**src/hdl/lcbx_pkg.sv**
```systemverilog
`timescale 1ns / 1ps
package lcbx_pkg;

  localparam int SAMPLE_BITS       = 24;
  localparam int DEFAULT_MAX_DELAY = 1024;

  localparam int BS_W      = 13;
  localparam int LAT_W     = 10;
  localparam int CD_W      = 12;
  localparam int POS_W     = 12;
  localparam int GAIN_W    = 17;
  localparam int CFG_IDX_W = 2;
  localparam int CFG_DAT_W = 13;

  localparam logic [BS_W-1:0]   BLOCK_MAX     = 13'd4096;
  localparam logic [BS_W-1:0]   BLOCK_RESET   = 13'd512;
  localparam logic [GAIN_W-1:0] GAIN_ONE      = 17'd65536;

  localparam logic [CFG_IDX_W-1:0] CFG_BLOCK_SIZE     = 2'd0;
  localparam logic [CFG_IDX_W-1:0] CFG_LATENCY        = 2'd1;
  localparam logic [CFG_IDX_W-1:0] CFG_INITIAL_ENABLE = 2'd2;

  typedef struct packed {
    logic signed [SAMPLE_BITS-1:0] dry_sample;
    logic signed [SAMPLE_BITS-1:0] wet_sample;
    logic                          enable;
  } in_item_t;

  typedef struct packed {
    logic signed [SAMPLE_BITS-1:0] out_sample;
    logic                          wet_used;
    logic                          fading;
  } out_item_t;

  typedef struct packed {
    logic load;
    logic lookup;
    logic step_load;
    logic mix;
    logic finish;
  } cmd_t;

  typedef struct packed {
    logic div_busy;
    logic out_free;
  } status_t;

endpackage

```
**src/hdl/lcbx_ctrl.sv**
```systemverilog
`timescale 1ns / 1ps
module lcbx_ctrl
  import lcbx_pkg::*;
(
  input  logic    clk,
  input  logic    rst,
  input  logic    in_valid,
  output logic    in_stall,
  input  status_t status,
  output cmd_t    cmd
);

  localparam logic [2:0] ST_IDLE   = 3'd0;
  localparam logic [2:0] ST_LOOKUP = 3'd1;
  localparam logic [2:0] ST_DIVIDE = 3'd2;
  localparam logic [2:0] ST_MIX    = 3'd3;
  localparam logic [2:0] ST_FINISH = 3'd4;

  logic [2:0] state;
  logic [2:0] state_next;

  assign in_stall = state != ST_IDLE;

  always_comb begin
    state_next = state;
    cmd        = '0;
    unique case (state)
      ST_IDLE: begin
        if (in_valid) begin
          cmd.load   = 1'b1;
          state_next = ST_LOOKUP;
        end
      end
      ST_LOOKUP: begin
        cmd.lookup = 1'b1;
        state_next = ST_DIVIDE;
      end
      ST_DIVIDE: begin
        if (!status.div_busy) begin
          cmd.step_load = 1'b1;
          state_next    = ST_MIX;
        end
      end
      ST_MIX: begin
        cmd.mix    = 1'b1;
        state_next = ST_FINISH;
      end
      ST_FINISH: begin
        if (status.out_free) begin
          cmd.finish = 1'b1;
          state_next = ST_IDLE;
        end
      end
      default: begin
        state_next = ST_IDLE;
      end
    endcase
  end

  always_ff @(posedge clk) begin
    if (rst) begin
      state <= ST_IDLE;
    end else begin
      state <= state_next;
    end
  end

endmodule

```
**config.mk**
```make
export PLATFORM = sky130hd
export DESIGN_NAME = lcbx_ctrl
export DESIGN_NICKNAME = d
export VERILOG_FILES = /design/src/hdl/lcbx_pkg.sv /design/src/hdl/lcbx_ctrl.sv
export SDC_FILE = /design/constraint.sdc
export NUM_CORES = 1
export LEC_CHECK = 0
export BUFFER_PORTS_ARGS = -buffer_cell sky130_fd_sc_hd__buf_2
export CAP_MARGIN = 30
export CORE_AREA = 2 2 39 41
export DETAILED_ROUTE_END_ITERATION = 10
export DIE_AREA = 0 0 41 43
export PLACE_DENSITY = 0.34
export SLEW_MARGIN = 10
export SYNTH_ARGS = -nofsm -noshare
export SYNTH_HDL_FRONTEND = slang
export SYNTH_SLANG_ARGS = --single-unit
export TNS_END_PERCENT = 30
```
**constraint.sdc**
```tcl
create_clock -name clk -period 1.7 [get_ports clk]
set_input_delay 0.255 -clock clk [delete_from_list [all_inputs] [get_ports clk]]
set_output_delay 0.255 -clock clk [all_outputs]
set_load 0.05 [all_outputs]
```
== After elaboration in Yosys (flattened, before gate mapping) ==
Index checks and enable logic that the tools add are counted.

* Output and inout bits: 6
* Flip-flop bits (word level): 3
* Logic and storage cells: 23

* Reductions and logical operators: 3
* Multiplexer cells: 12
* Eq/ne operators: 7

{| class="wikitable"
|+ Operators with widths
! kind !! count
|-
| 3-bit case mux with 5 select lines || 1
|-
| 3-bit two-way mux || 3
|-
| 1-bit two-way mux || 8
|-
| 3-bit by 2-bit == test with 1-bit output, second input constant || 2
|-
| 2-bit != test, second input constant || 3
|-
| 3-bit by 1-bit == test with 1-bit output, second input constant || 1
|-
| 3-bit == test, second input constant || 1
|-
| 3-bit zero test || 1
|-
| 3-bit AND reduction || 1
|-
| 3-bit nonzero test || 1
|}

== Depth between registers and ports, before layout ==
* Word-level depth: 3
* Mapped depth: 3
* Mapped depth without buffers: 2

== Worst setup path before layout ==
No wires, ideal clock.

* Kind: reg2out
* From: reg state[2]
* To: out cmd[2] in the netlist's numbering
* Path buffers: 0
* Path slack: -608 ps
* Arrival time: 2,053 ps
* Required time: 1,445 ps
* Cell stages (with the launch flop): 2
* Cell sequence: dfxtp_1 -> nor4b_1

{| class="wikitable"
|+ RTL lines
! what !! line !! RTL
|-
| start: declaration || lcbx_ctrl.sv:19 || <nowiki>logic [2:0] state;</nowiki>
|-
| start signal: assignment || lcbx_ctrl.sv:64 || <nowiki>state <= state_next;</nowiki>
|-
| end: declaration || lcbx_ctrl.sv:10 || <nowiki>output cmd_t cmd</nowiki>
|}

==> impl_results.md <==
* Top Registers: state: 3 flops
* Num CTS Buffers at 3
* R2r worst-path depth at 2
* Die area at 1760 um^2
* Critical path fanouts, max at 8
* Psw at 123 uW
* VDD IR max at 0.000286 V
* CP startpoint kind: flop
* Synthesis warning total at 0
* Hold Path Cell Cnt at 2
* Drt wl/cell at 8.96 um
* Clock Tree Root: clkbuf_4
* Total of max-cap violations at 0
* Via count at 172
* Iter 0 DRT Violations at 2
* RSZ-0062 raised after global routing: false
* H-tree lvl count at 1
* Chip width at 41 um
* DRT Wirelength at 421 um
* First-pass GRT wire length at 607 um
* Sink Count at 3
* I/O Buffers at 10
* Fin. max-slew vios at 0
* Final worst-path cycle share at 95.4%
* Adder-Cell Fraction of Synth Area at 0%
* Slew @ Worst Pin at 0.338 ns
* XOR/XNOR share of the synthesized area at 4.07%
* Main combinational cell family by area after synthesis: simple AND/OR/NAND/NOR gates
* Grt ovf at 0
* Relative slew slack at 77.5%
* Switching Fraction at 37.4%
* Comb power frac at 34.3%
* Post-synthesis register bit count at 3
* Pwr/cell area at 1100 nW/um^2
* DP Wirelength at 301 um
* Number of nets in the layout at 37
* FF-to-FF End: state[0]
* Worst r2r src: state[1]
* Yosys cell types at 16
* Synthesis-to-finish area growth at 39.0%
* Sequential area share after synthesis at 27.9%
* Layout fillers at 157
* Cell Area, Synth at 215 um^2
* Setup TNS at 0 ns
* Internal power at 207 uW
* Status: completed
* Crit path DAT at 1.37 ns
* Share of cells above drive strength 1 at 58.1%
* Core Area at 1380 um^2
* CTS-repair resized insts at 0
* CP Capture Type: output pin
* Clk Latency, worst-skew pair at 0.23 ns
* CTS tree: done
* Row count at 14
* Worst setup margin at 0.0783 ns
* Max frequency at 617 MHz
* Largest net degree at the start of global routing at 10
* Hold_sp: rst
* Final instance area at 299 um^2
* Vias/cell at 3.66
* Synth Area in Simple Gates at 40.1%
* Antenna violations before repair at 0
* Compound-Gate Fraction of Synth Area at 17.4%
* ANT cells at 0
* Number of global-route vias before repair at 165
* Starting Density at 15.6%
* Reg2Reg Setup Slack at 0.69 ns
* Non-Filler Instances at 47
* Placed Cells at 43
* # DRC at 0
* Critical path class: flop to output pin
* Hold Crit Class: input pin to flop
* Postcts setup bufs at 0
* Worst path required time at 1.44 ns
* Largest register by flop count: state
* RePlAce Congestion at 0.607
* Syn avg cell area at 11.3 um^2
* Placed Area at 273 um^2
* Dpl ws at 0.313 ns
* Largest register FFs at 3
* Final setup violation count at 0
* Hold-fix buffers at CTS at 0
* Leakage dissipation at 0.137 nW
* ANT nets after route at 0
* Cells after Synth at 19
* Die height at 43 um
* Most common cell after layout, fill and taps aside: buf_2
* Utilization after layout at 21.6%
* Clock share of power at 37.1%
* Final Hold Fails at 0
* Global-route usage over all layers at 5.72%
* Syn_nets at 24
* Worst Hold Endpoint: state[0]
* Mux cell area share after synthesis at 0%
* # IOs at 11
* Reg power frac at 28.6%
* Crit path time final at 1.62 ns
* Clock-pin slew on the worst setup and hold paths at 0.04 ns
* Worst clock skew at 0.0000951 ns
* CTS Buffer Depth at 2
* Pre-Repair DR Iteration Count at 2
* Most frequent cells in the layout: buf_2 (10), clkbuf_4 (3), dfxtp_1 (3)
## cells by family (layout without fill, tap and decap cells)
group | Yosys count | after routing
xor+xnor | 1 | 1
buf+inv | 3 | 15
flops | 3 | 3
simple gates | 10 | 10
compound gates | 2 | 2
## synthesized netlist by cell type (all sizes together)
library cell	count	area, um^2
inv	1	3.75
nor4bb	1	10.0
nor4b	2	17.5
and3b	1	8.76
o21ba	1	10.0
xnor2	1	8.76
nor2	1	6.26
or3	1	11.3
buf	2	18.8
a2111oi	1	27.5
nand2b	2	20.0
nor3b	1	7.51
dfxtp	3	60.1
nor3	1	5.00
## worst max-delay path by stage
stage,end,slack [ns],startpoint,cells past startpoint
floorplan,cmd[0],-0.52,state[2],1
CTS,cmd[4],0.06,state[2],3
detailed placement,cmd[4],0.31,state[2],3
global route,cmd[4],0.0004,state[2],3
global placement,cmd[4],0.31,state[2],3
finish,cmd[4],0.08,state[2],3
## layer usage
metal  global-route usage (%)  part of all wire (%)
met2                     6.56                    45
met3                     3.14                   7.8
met4                     8.00                     0
met1                     5.79                    47
met5                        0                     0
## worst max-delay path: stages (launching register included)
cell and delay [ns]:
dfxtp_1 0.38, or3_4 0.42, nor2_2 0.07, buf_2 0.26
## cell type report
cell class / count / area (um^2) / area share (%)
inverters: 1 / 3.75 / 1.26
well taps: 16 / 20.0 / 6.69
flip-flops and latches: 3 / 60.1 / 20.1
repair buffers: 10 / 50.0 / 16.7
clock buffers: 4 / 26.3 / 8.79
multi-input cells: 13 / 139 / 46.4
## power by group through the flow
stage | combinational, mW | sequential (mW) | clock [mW]
2_1_floorplan | 0.106 | 0.0869 | 0
3_3_place_gp | 0.114 | 0.0953 | 0
3_5_place_dp | 0.114 | 0.0951 | 0
4_1_cts | 0.115 | 0.0940 | 0.131
5_1_grt | 0.121 | 0.0960 | 0.136
6_report | 0.113 | 0.0944 | 0.122
## through the flow
stage,power [mW],hold WS [ns]
after floorplan,0.193,0.319
after global placement,0.209,0.470
after detailed placement,0.210,0.471
after CTS,0.340,0.222
after global routing,0.353,0.222
final,0.330,0.233
Note: power is estimated with default switching activity, not from simulation.
